==> src/design/sgs_pkg.sv <==
// Shared types and constants for the stroke glyph sequencer.
// No dependencies; every other file of the block imports this package.
`timescale 1ns / 1ps
`default_nettype none

package sgs_pkg;

  localparam int POINT_W       = 16;
  localparam int WIDTH_W       = 24;
  localparam int OP_W          = 8;
  localparam int REPLACE_CODE  = 63;
  localparam int RESET_ADVANCE = 8;
  localparam int WIDTH_MAX     = 8388607;
  localparam int WIDTH_MIN     = -8388608;
  localparam int QUEUE_DEPTH   = 4;

  localparam logic [OP_W-1:0] OP_END      = 8'd0;
  localparam logic [OP_W-1:0] OP_MOVE     = 8'd1;
  localparam logic [OP_W-1:0] OP_BEGIN    = 8'd2;
  localparam logic [OP_W-1:0] OP_VERTEX   = 8'd3;
  localparam logic [OP_W-1:0] OP_END_LINE = 8'd4;

  typedef enum logic [2:0] {
    EV_TRANSLATE  = 3'd0,
    EV_END_LINE   = 3'd1,
    EV_BEGIN_LINE = 3'd2,
    EV_VERTEX     = 3'd3,
    EV_DONE       = 3'd4
  } event_t;

  typedef enum logic [2:0] {
    ST_IDLE,
    ST_WAIT,
    ST_ENTRY,
    ST_EMIT,
    ST_CLOSE,
    ST_DONE
  } state_t;

endpackage

`default_nettype wire

==> src/design/sgs_front.sv <==
// Front end: accepts requests, drops out-of-range loads, maps character codes
// and computes store addresses. Depends on sgs_pkg.
`timescale 1ns / 1ps
`default_nettype none

module sgs_front
  import sgs_pkg::*;
#(
  parameter int GLYPH_COUNT       = 128,
  parameter int ENTRIES_PER_GLYPH = 18,
  parameter int COORD_BITS        = 16,
  parameter int ADDR_W            = 12,
  parameter int QW                = 2 * COORD_BITS + ADDR_W + OP_W + 2
) (
  input  wire logic                 in_valid,
  output logic                      in_ready,
  input  wire logic                 command,
  input  wire logic [7:0]           char_code,
  input  wire logic [4:0]           entry_slot,
  input  wire logic [OP_W-1:0]      entry_op,
  input  wire logic signed [15:0]   entry_x,
  input  wire logic signed [15:0]   entry_y,
  input  wire logic                 start_of_string,
  output logic                      push_valid,
  input  wire logic                 push_ready,
  output logic [QW-1:0]             push_data
);

  localparam int REPL = (REPLACE_CODE < GLYPH_COUNT) ? REPLACE_CODE : GLYPH_COUNT - 1;

  logic                           code_ok;
  logic                           slot_ok;
  logic [7:0]                     code_eff;
  logic [ADDR_W-1:0]              base;
  logic [ADDR_W-1:0]              addr;
  logic signed [COORD_BITS-1:0]   x_c;
  logic signed [COORD_BITS-1:0]   y_c;

  always_comb begin
    code_ok  = {1'b0, char_code} < 9'(GLYPH_COUNT);
    slot_ok  = {1'b0, entry_slot} < 6'(ENTRIES_PER_GLYPH);
    code_eff = (command && !code_ok) ? 8'(REPL) : char_code;
    base     = ADDR_W'(code_eff) * ADDR_W'(ENTRIES_PER_GLYPH);
    addr     = command ? base : base + ADDR_W'(entry_slot);
    x_c      = COORD_BITS'(entry_x);
    y_c      = COORD_BITS'(entry_y);
  end

  assign in_ready   = push_ready;
  assign push_valid = in_valid && (command || (code_ok && slot_ok));
  assign push_data  = {command, addr, entry_op, x_c, y_c, start_of_string};

endmodule

`default_nettype wire

==> config.mk <==
export PLATFORM = sky130hd
export DESIGN_NAME = sgs_front
export DESIGN_NICKNAME = d
export VERILOG_FILES = /design/src/design/sgs_pkg.sv /design/src/design/sgs_front.sv
export SDC_FILE = /design/constraint.sdc
export NUM_CORES = 1
export LEC_CHECK = 0
export ABC_AREA = 1
export BUFFER_PORTS_ARGS = -buffer_cell sky130_fd_sc_hd__buf_4
export CAP_MARGIN = 25
export CORE_ASPECT_RATIO = 0.5
export CORE_MARGIN = 2
export CORE_UTILIZATION = 41
export DETAILED_ROUTE_END_ITERATION = 8
export GPL_ROUTABILITY_DRIVEN = 0
export PLACE_DENSITY = 0.95
export SLEW_MARGIN = 20
export SYNTH_ARGS = -nofsm -noshare
export SYNTH_HDL_FRONTEND = slang
export SYNTH_SLANG_ARGS = --single-unit
==> constraint.sdc <==
create_clock -name vclk -period 5.95
set_input_delay 0.2975 -clock vclk [all_inputs]
set_output_delay 0.2975 -clock vclk [all_outputs]
set_load 0.01 [all_outputs]
Yosys cells after proc, flatten, opt, wreduce, memory -nomap -nowiden
Cells that the tools add are included.

$mul: 1. $add $sub $neg: 1. Reduce and logical (&&, ||, !) cells: 5. Mux-type cells: 2. Magnitude comparators: 2.

Operator list (count): adder 12 x 5 -> 12 bit (1); two-way mux 12 bit (1); multiplier 8 x 4 -> 11 bit (second input constant) (1); less-than comparator 8 bit (second input constant) (1); two-way mux 8 bit (1); less-than comparator 5 bit (second input constant) (1); logical AND 1 bit (3); zero test 1 bit (1); logical OR 1 bit (1).

Input bits: 57. Register bits: 0.

Longest topological paths before layout
Depth after elaboration: 7. Depth in mapped cells: 18. Mapped depth without buffers: 18.

Worst setup path before layout
OpenSTA, ideal clock, no wires.

Path type: input -> output. From: input command. To: output push_data[50]. Cell stages on the path: 12. Path slack: 3.389 ns. Path buffers: 0. Required time: 5.653 ns. Data arrival time: 2.264 ns. Cells stage by stage: nand2_4 -> nand2_1 -> ha_1 -> ha_1 -> inv_1 -> fa_1 -> nor2_1 -> nand3_1 -> a21oi_1 -> nand3_1 -> a22o_1 -> inv_1.

Longest elaborated chain between the ends: 5.

Ends and longest elaborated chain: start: declaration (RTL line sgs_front.sv:17) `input wire logic command,`; logical AND 1 bit (RTL line sgs_front.sv:42) `code_eff = (command && !code_ok) ? 8'(REPL) : char_code;`; two-way mux 8 bit (RTL line sgs_front.sv:42); multiplier 8 x 4 -> 11 bit (RTL line sgs_front.sv:43) `base = ADDR_W'(code_eff) * ADDR_W'(ENTRIES_PER_GLYPH);`; adder 12 x 5 -> 12 bit (RTL line sgs_front.sv:44) `addr = command ? base : base + ADDR_W'(entry_slot);`; two-way mux 12 bit (*) (RTL line sgs_front.sv:44); end: declaration (RTL line sgs_front.sv:26) `output logic [QW-1:0] push_data`.

Every way passes the cells marked *; elsewhere a longest branch is shown, timed or not.

Final worst setup path
From: input command. To: output push_data[52].

The elaborated chain is that of the path after synthesis.

==> flow_summary.yaml <==
grt:
  overflow: 0
  grt_max_degree: 16
  antenna_found_initial: 0
  met3_usage_pct: 5.51
  grt_pass1_wl_mm: 4.00
  grt_util_met2_pct: 36.2
  grt_pass1_vias: 1008
  grtUsageMet1_pct: 13.0
  grt.busiest_layer: "met2"
  grtUsageTotal_pct: 15.7
routing:
  drtIter0Drc: 72
  avgRoutedWirePerCell_um: 12.0
  firstDrtPassIters: 4
  dr_total_vias: 1043
  drtAntennaViolNets: 0
  drc: 0
  routed_via_density: 4.87
  wirelength_mm: 2.56
clock_network:
  cts_setup_buffers: 0
  cts_resized: 0
  hold_buffers: 0
final_layout:
  diodes: 0
  stdcell_count: 214
  n_sequential_cell: 0
  area_growth_pct: -5.52
  drive_above_1_share_pct: 20.9
  stdcell_area_sq_um: 1070
  nets: 251
  register_area_sq_um: 0
  clock_buffers: 0
timing:
  slew_headroom_pct: 82.3
  max_freq_ghz: 0.324
  worstMarginPinSlew_ns: 0.264
  hold_viol: 0
  slew_violations: 0
  fin_crit_ns: 3.09
  rsz0062_at_grt: "no"
  fin_crit_sh_pct: 51.9
  setup_viol: 0
  setup_ws_ns: 2.86
  tns_ns: 0
synth:
  synth_top_area_share_pct: 28.5
  yosysMostFrequentCell: "nand2_1"
  synthesis.area_sq_um: 1130
  synth_area_leader_cell: "buf_4"
  syn_avg_cell_area_sq_um: 5.90
  synth_warnings: 0
  synth_nets: 264
  yosysUniqueCellTypes: 23
  yosys-top-cells-count: "nand2_1, buf_4, inv_1"
  synth_cells: 192
  ys_seq_area_share_pct: 0
  synth_area_leaders: "buf_4, nand2_1, ha_1"
placed_design:
  post-place-ws_ns: 2.90
  dpl.hpwl_mm: 2.31
  place_inst: 214
  placed_area_sq_um: 1070
  numPortBuffers: 29
run_status:
  status: "completed"
min_path:
  hp-class: "primary input to output port"
  holdPathStages: 0
  worstHoldStart: "entry_y[14]"
  holdPathEnd: "push_data[15]"
critical_path:
  path_buf_inv: 3
  cp_max_fo: 15
  critPathArrivalTime_ns: 2.79
  cp-start-kind: "primary input"
  cp_top_family: "simple AND/OR/NAND/NOR gates"
  critPathCaptureType: "output port"
  critical_path_class: "primary input to output port"
  crit_top_cell: "nand2_1"
  cp_data_required_time_ns: 5.65
  cpMaxStageDelayCell: "fa_1"
  slowest_delay_ns: 0.44
  crit_chain: "buf_4 > nand2_4 > nand2_1 > ha_1 > ha_1 > inv_1 > fa_1 > nor2_1 > nand3_1 > nand2_1 > nand3_1 > nor2_2 > nand2_1 > nand2_1 > nand2_1 > nand2_1 > nand2_1 > buf_4"
power_and_ir_drop:
  peakVddDrop_uv: 29.9
  p_per_area_nw_per_um2: 146
  p_leak_nw: 0.654
  finalPower_w: 0.000156
floorplan:
  pin_count: 113
  dieArea_sq_um: 3230
  core.rowCount: 13
  die_w_um: 78.4
  initial_core_util_pct: 43.3
  fp.coreArea_sq_um: 2620
  dieHeight_um: 41.2
flow_run:
  maxCapViolCount: 0
-- power breakdown --
part / leakage, nW / internal, W / switching [W]
clock network: 0 / 0 / 0
logic: 0.654 / 0.0000691 / 0.0000869
registers: 0 / 0 / 0
total: 0.654 / 0.0000691 / 0.0000869
-- worst max-delay path by stage --
stage | start | endpoint | depth (start not counted)
CTS | command | push_data[52] | 18
finish | command | push_data[52] | 18
detailed placement | command | push_data[52] | 18
global route | command | push_data[52] | 18
global placement | command | push_data[50] | 14
floorplan | command | push_data[50] | 12
-- area by class of cell --
class              count  area [sq um]
multi-input cells    119           698
inverters             29           109
repair buffers        29           218
well taps             37          46.3
fillers              259          1550
-- placed cells by master (no fill, tap or decap) --
cell type / instances
nand2_1: 45
buf_4: 29
inv_1: 28
nor2_1: 19
nand3_1: 13
ha_1: 13
a21oi_1: 5
o21ai_0: 4
nand2_2: 3
a31oi_1: 3
xor2_1: 2
xnor2_1: 2
fa_1: 2
nand2_4: 1
or2_1: 1
xnor2_2: 1
inv_2: 1
nand3b_1: 1
nand3_2: 1
nor2_2: 1
a22o_1: 1
or3_1: 1
-- per-stage QoR --
| stage | utilization, % | hold WS (ns) |
|---|---|---|
| 2_1_floorplan | - | 0.678 |
| 4_1_cts | 40.9 | 0.595 |
| 6_report | 40.9 | 0.595 |
| 3_3_place_gp | 40.9 | 0.595 |
| 3_5_place_dp | 40.9 | 0.595 |
| 5_1_grt | 40.9 | 0.595 |
-- layer usage --
layer | up-vias | share of wire, % | wire, um
met5 | - | 0 | 0
met4 | 0 | 2.5 | 63
met3 | 12 | 11 | 291
met2 | 45 | 53 | 1370
met1 | 463 | 33 | 841
li1 | 523 | - | -
-- cell families (layout without fill, tap and decap cells) --
group	count (synthesis)	after routing	synth area share (%)
and+or+nand+nor	86	86	32.8
xor gates and xnor gates	5	5	4.53
adders and majority gates	15	15	17.9
buffers and inverters	73	58	38.4
AOI/OAI and AO/OA	13	13	6.40
Note: power is estimated with default switching activity, not from simulation.
