--- src/design/sgs_pkg.sv ---
// Shared types and constants for the stroke glyph sequencer.
// No dependencies; every other file of the block imports this package.
`timescale 1ns / 1ps
`default_nettype none

package sgs_pkg;

  localparam int POINT_W       = 16;
  localparam int WIDTH_W       = 24;
  localparam int OP_W          = 8;
  localparam int REPLACE_CODE  = 63;
  localparam int RESET_ADVANCE = 8;
  localparam int WIDTH_MAX     = 8388607;
  localparam int WIDTH_MIN     = -8388608;
  localparam int QUEUE_DEPTH   = 4;

  localparam logic [OP_W-1:0] OP_END      = 8'd0;
  localparam logic [OP_W-1:0] OP_MOVE     = 8'd1;
  localparam logic [OP_W-1:0] OP_BEGIN    = 8'd2;
  localparam logic [OP_W-1:0] OP_VERTEX   = 8'd3;
  localparam logic [OP_W-1:0] OP_END_LINE = 8'd4;

  typedef enum logic [2:0] {
    EV_TRANSLATE  = 3'd0,
    EV_END_LINE   = 3'd1,
    EV_BEGIN_LINE = 3'd2,
    EV_VERTEX     = 3'd3,
    EV_DONE       = 3'd4
  } event_t;

  typedef enum logic [2:0] {
    ST_IDLE,
    ST_WAIT,
    ST_ENTRY,
    ST_EMIT,
    ST_CLOSE,
    ST_DONE
  } state_t;

endpackage

`default_nettype wire

--- src/design/sgs_queue.sv ---
// Short request queue between the front end and the glyph walker.
// Depends on sgs_pkg for its depth.
`timescale 1ns / 1ps
`default_nettype none

module sgs_queue
  import sgs_pkg::*;
#(
  parameter int QW = 8
) (
  input  wire logic          clk,
  input  wire logic          rst,
  input  wire logic          push_valid,
  output logic               push_ready,
  input  wire logic [QW-1:0] push_data,
  output logic               pop_valid,
  input  wire logic          pop_ready,
  output logic [QW-1:0]      pop_data
);

  localparam int PW = $clog2(QUEUE_DEPTH);

  logic [QW-1:0] slots [QUEUE_DEPTH];
  logic [PW-1:0] wr_ptr;
  logic [PW-1:0] rd_ptr;
  logic [PW:0]   count;
  logic          do_push;
  logic          do_pop;

  assign push_ready = count != (PW + 1)'(QUEUE_DEPTH);
  assign pop_valid  = count != '0;
  assign pop_data   = slots[rd_ptr];
  assign do_push    = push_valid && push_ready;
  assign do_pop     = pop_valid && pop_ready;

  always_ff @(posedge clk) begin
    if (do_push) begin
      slots[wr_ptr] <= push_data;
    end
  end

  always_ff @(posedge clk) begin
    if (rst) begin
      wr_ptr <= '0;
      rd_ptr <= '0;
      count  <= '0;
    end else begin
      if (do_push) begin
        wr_ptr <= wr_ptr + 1'b1;
      end
      if (do_pop) begin
        rd_ptr <= rd_ptr + 1'b1;
      end
      if (do_push && !do_pop) begin
        count <= count + 1'b1;
      end else if (do_pop && !do_push) begin
        count <= count - 1'b1;
      end
    end
  end

endmodule

`default_nettype wire

--- config.mk ---
export PLATFORM = sky130hd
export DESIGN_NAME = sgs_queue
export DESIGN_NICKNAME = d
export VERILOG_FILES = /design/src/design/sgs_pkg.sv /design/src/design/sgs_queue.sv
export SDC_FILE = /design/constraint.sdc
export NUM_CORES = 1
export LEC_CHECK = 0
export BUFFER_PORTS_ARGS = -buffer_cell sky130_fd_sc_hd__buf_2
export CORE_ASPECT_RATIO = 1.5
export CORE_UTILIZATION = 55
export DETAILED_ROUTE_END_ITERATION = 7
export PLACE_DENSITY = 0.77
export SETUP_SLACK_MARGIN = 0.15
export SYNTH_ARGS = -nofsm -noshare
export SYNTH_HDL_FRONTEND = slang
export SYNTH_SLANG_ARGS = --single-unit
--- constraint.sdc ---
create_clock -name clk -period 4.58 [get_ports clk]
set_clock_uncertainty 0.15 [all_clocks]
set_input_delay 0.687 -clock clk [delete_from_list [all_inputs] [get_ports clk]]
set_output_delay 0.687 -clock clk [all_outputs]
set_load 0.02 [all_outputs]
==> Yosys cells after proc, flatten, opt, wreduce, memory -nomap -nowiden <==
Memories as Yosys holds them, arrays and structs flattened. A register that Yosys moved wholly into a read port is not among the register bits.
Cells that the tools add are included.
{ "totals": {"memories": 1, "wordCells": 23, "out_inout_bits": 10, "reg_bits": 7, "latchBits": 0, "input_bits": 12, "rom_bits": 0, "mem_bits_rw": 32} }
{ "classes": {"n_eq_ne": 1, "shift": 0, "mul": 0, "add_sub_neg": 4, "n_bitwise": 0, "n_div": 0, "reduce_logical": 8, "order_cmp": 0, "n_mux": 6} }
{ "memory_table": {"columns": ["name", "depth", "width", "rd", "rd_ports_with_merged_regs", "write_ports", "line", "source"], "rows": [
  ["slots", 4, 8, 1, 1, 1, "sgs_queue.sv:23", "logic [QW-1:0] slots [QUEUE_DEPTH];"]
]} }
{ "ops": {"columns": ["cell", "n"], "rows": [
  ["$mux 3", 2],
  ["$add 2x1->2 const B", 2],
  ["$logic_and 1x1->1", 4],
  ["$mux 2", 2],
  ["$add 3x1->3 const B", 1],
  ["$ne 3x3->1 const B", 1],
  ["$reduce_bool 3->1", 1],
  ["$sub 3x1->3 const B", 1],
  ["$logic_not 1->1", 2],
  ["$mux 1", 2],
  ["$reduce_bool 2->1", 1]
]} }

==> Depth between registers and ports, before layout <==
{ "depth": {"word_depth": 6, "depth_mapped": 8, "depth_no_buf": 8} }

==> Worst setup path before layout <==
OpenSTA, ideal clock, no wires.
{ "synth_path": {"kind": "input -> register", "startpoint": "input push_valid", "endpoint": "register count[2]", "setup_time_ps": 70, "arrival_ps": 2087, "required_ps": 4360, "setup_slack_ps": 2273, "n_path_buf": 0, "path_stages": 7, "path_cell_list": "a21boi_4 > ha_1 > inv_1 > fa_1 > xor2_1 > or3_1 > a21oi_1"} }
{ "synth_between": {"elab_chain_cells": 4, "elab_cells_between_ends": 6, "cone_classes": "1 x mux; 5 x reduce/logical"} }
{ "synth_rtl": {"columns": ["element", "line", "source"], "rows": [
  ["from (decl)", "sgs_queue.sv:13", "input wire logic push_valid,"],
  ["$logic_and 1x1->1 (*)", "sgs_queue.sv:33", "assign do_push = push_valid && push_ready;"],
  ["$logic_not 1->1", "sgs_queue.sv:56", "end else if (do_pop && !do_push) begin"],
  ["$logic_and 1x1->1", "sgs_queue.sv:56", null],
  ["$reduce_bool 2->1 (no line)", null, null],
  ["to (signal assigned)", "sgs_queue.sv:55", "count <= count + 1'b1;"],
  ["to (signal assigned)", "sgs_queue.sv:57", "count <= count - 1'b1;"],
  ["to (decl)", "sgs_queue.sv:26", "logic [PW:0] count;"]
]} }
Every way passes the cells marked *; elsewhere a longest branch is shown, timed or not.
A chain may end at the register's enable or synchronous reset.

==> flow_summary.json <==
{
  "hold_violations": 0,
  "max_freq_ghz": 0.392,
  "max_stage_delay_ns": 0.67,
  "die_w_um": 46.6,
  "whs_path_depth": 2,
  "period_needed_ns": 2.55,
  "cts_setup_buffers": 0,
  "root_buffer": "clkbuf_8",
  "mappedNetlistArea_mm2": 0.00164,
  "synth_flop_cell": "edfxtp_1",
  "final_core_utilization": 0.671,
  "drive_gt1_frac": 0.336,
  "crit_chain": "mux4_2 -> buf_2",
  "synth_area_leaders": "edfxtp_1, dfxtp_1, mux4_2, ha_1, xor2_1",
  "syn_inst": 90,
  "clock-sinks": 41,
  "place_hpwl_mm": 1.64,
  "synth.distinct_cells": 23,
  "cts.reportedPaths.clkPinSlew_ns": 0.07,
  "irDropWorstVdd_v": 0.000433,
  "area_growth_pct": 13.2,
  "grt_pass1_wl_mm": 3.49,
  "antenna_found_initial": 0,
  "rows": 23,
  "crit_slowest_cell": "dfxtp_1",
  "ctsHoldBuffers": 0,
  "vias_per_cell": 5.30,
  "worstSetupEndpointType": "output port",
  "power.leakage_nw": 0.674,
  "cts-resized-gates": 0,
  "max_slew.worst_pin.slew_ns": 0.546,
  "max-cap-violations": 0,
  "final_max_slew_viol_count": 0,
  "start_util": 0.593,
  "drt_iter0_markers": 24,
  "timing_worst_setup_path_type": "reg2out",
  "ctsHtreeMaxLevel": 2,
  "setup_viol": 0,
  "yosysWarnings": 0,
  "critical_path.top_delay_family": "flip-flops",
  "cp-start-kind": "flop",
  "grt_setup_unrepaired": "false",
  "drc": 0,
  "period_share": 0.556,
  "worstPathArrival_ns": 1.71,
  "wl_per_cell_um": 15.0,
  "grt_pass1_vias": 809,
  "io_buffers": 21,
  "cts_tree": "done",
  "ios": 22,
  "power-per-cell-area_mw_per_mm2": 544,
  "synth.largest_area_cell": "edfxtp_1",
  "gp_congestion": 0.666,
  "coreArea_mm2": 0.00276,
  "final_nets": 133,
  "setup-tns-final_ns": 0,
  "ys_seq_elements": 41,
  "clk_latency_ns": 0.28,
  "seq_area_frac_synth": 0.697,
  "synth_nets": 108,
  "n_antenna_cell": 0,
  "first_pass_iters": 4,
  "reg2reg_depth": 8,
  "status": "completed",
  "finalWirelength_mm": 2.29,
  "r2r_setup_slack_ns": 2.27,
  "path_depth": 2,
  "synth_top_area_frac": 0.587,
  "cp_max_fo": 8,
  "die_y_um": 68.8,
  "synth_area_per_cell_um2": 18.2,
  "hp-class": "reg2reg",
  "grt_use_total": 0.171,
  "via_count": 811,
  "required_ns": 3.74,
  "cts_made_buffers": 5,
  "antenna_left": 0,
  "grt_max_degree": 12,
  "synth_edf_count": 32,
  "slew_headroom": 0.636,
  "clock_path_buffers": 2,
  "overflow": 0,
  "die_area_mm2": 0.00320,
  "holdWs_ns": 0.373,
  "ys_async_sr_fraction": 0,
  "cp.buffers_inverters": 1
}
worst paths after layout:
kind,start,to
min reg2reg,wr_ptr[1],wr_ptr[1]
max,flop,pop_data[4]
min,wr_ptr[1],wr_ptr[1]
max reg2reg,count[0],count[2]
metal layers:
layer  vias up  share of wire  track usage
li1        388              -            -
met3         3          0.044       0.0703
met5         -              0            0
met4         0          0.012       0.0882
met2        25           0.58        0.304
met1       395           0.36        0.160
sequential cells by signal, summed over array words and instances, names as in the netlist, named ones only:
| signal | cells |
|---|---|
| count | 3 |
| rd_ptr | 2 |
| slots | 32 |
| wr_ptr | 2 |
layout make-up:
cell class / count / area (um^2)
Sequential cell: 41 / 1140
Clock buffer: 8 / 80.1
Tap cell: 37 / 46.3
Timing Repair Buffer: 21 / 105
Multi-Input combinational cell: 43 / 470
Inverter: 3 / 11.3
Fill cell: 203 / 908
layout by cell type, fill, tap and decap left out, drive strengths merged, types with 2 or more instances in the layout:
cell / netlist / routed
inv: 3 / 3
ha: 5 / 5
dfxtp: 9 / 9
mux4: 8 / 8
nor2: 8 / 8
nand2b: 2 / 2
xor2: 4 / 4
edfxtp: 32 / 32
buf: 1 / 21
or3: 2 / 2
clkbuf: 2 / 8
mux2i: 2 / 2
and2: 4 / 4
worst min-delay path, delay by kind of cell, from the launching register on:
kind             cells  cell delay, ns
flip-flops           1            0.34
multiplexers         1            0.06
AND/OR/NAND/NOR      1            0.08
metrics by stage:
step | cells | setup slack, ns | cell area, um^2 | power, mW
detailed placement | 145 | 2.06 | 1770 | 0.805
global route | 153 | 1.93 | 1850 | 1.06
global placement | 145 | 2.16 | 1770 | 0.795
floorplan | 90 | 2.27 | 1640 | 0.731
CTS | 153 | 1.98 | 1850 | 1.02
finish | 153 | 2.03 | 1850 | 1.01
kinds of logic after synthesis:
logic type | count (synthesis) | synth area share
and+or+nand+nor | 17 | 0.0535
buffers and inverters | 6 | 0.0160
xor gates and xnor gates | 4 | 0.0214
DFF | 41 | 0.697
AOI/OAI and AO/OA | 5 | 0.0306
muxes | 11 | 0.131
adders and majority gates | 6 | 0.0504
power by group:
part / switching [mW] / total (mW) / leakage (nW) / internal [mW]
logic: 0.144 / 0.279 / 0.268 / 0.135
clock network: 0.107 / 0.215 / 0.0395 / 0.108
registers: 0.0558 / 0.514 / 0.367 / 0.458
synth_stat cells, types with 2 or more instances:
library cell	instances
edfxtp_1	32
dfxtp_1	9
mux4_2	8
inv_1	3
ha_1	5
mux2i_1	2
nor2_1	7
nand2b_1	2
clkbuf_1	2
xor2_1	4
and2_1	4
Note: power is estimated with default switching activity, not from simulation.
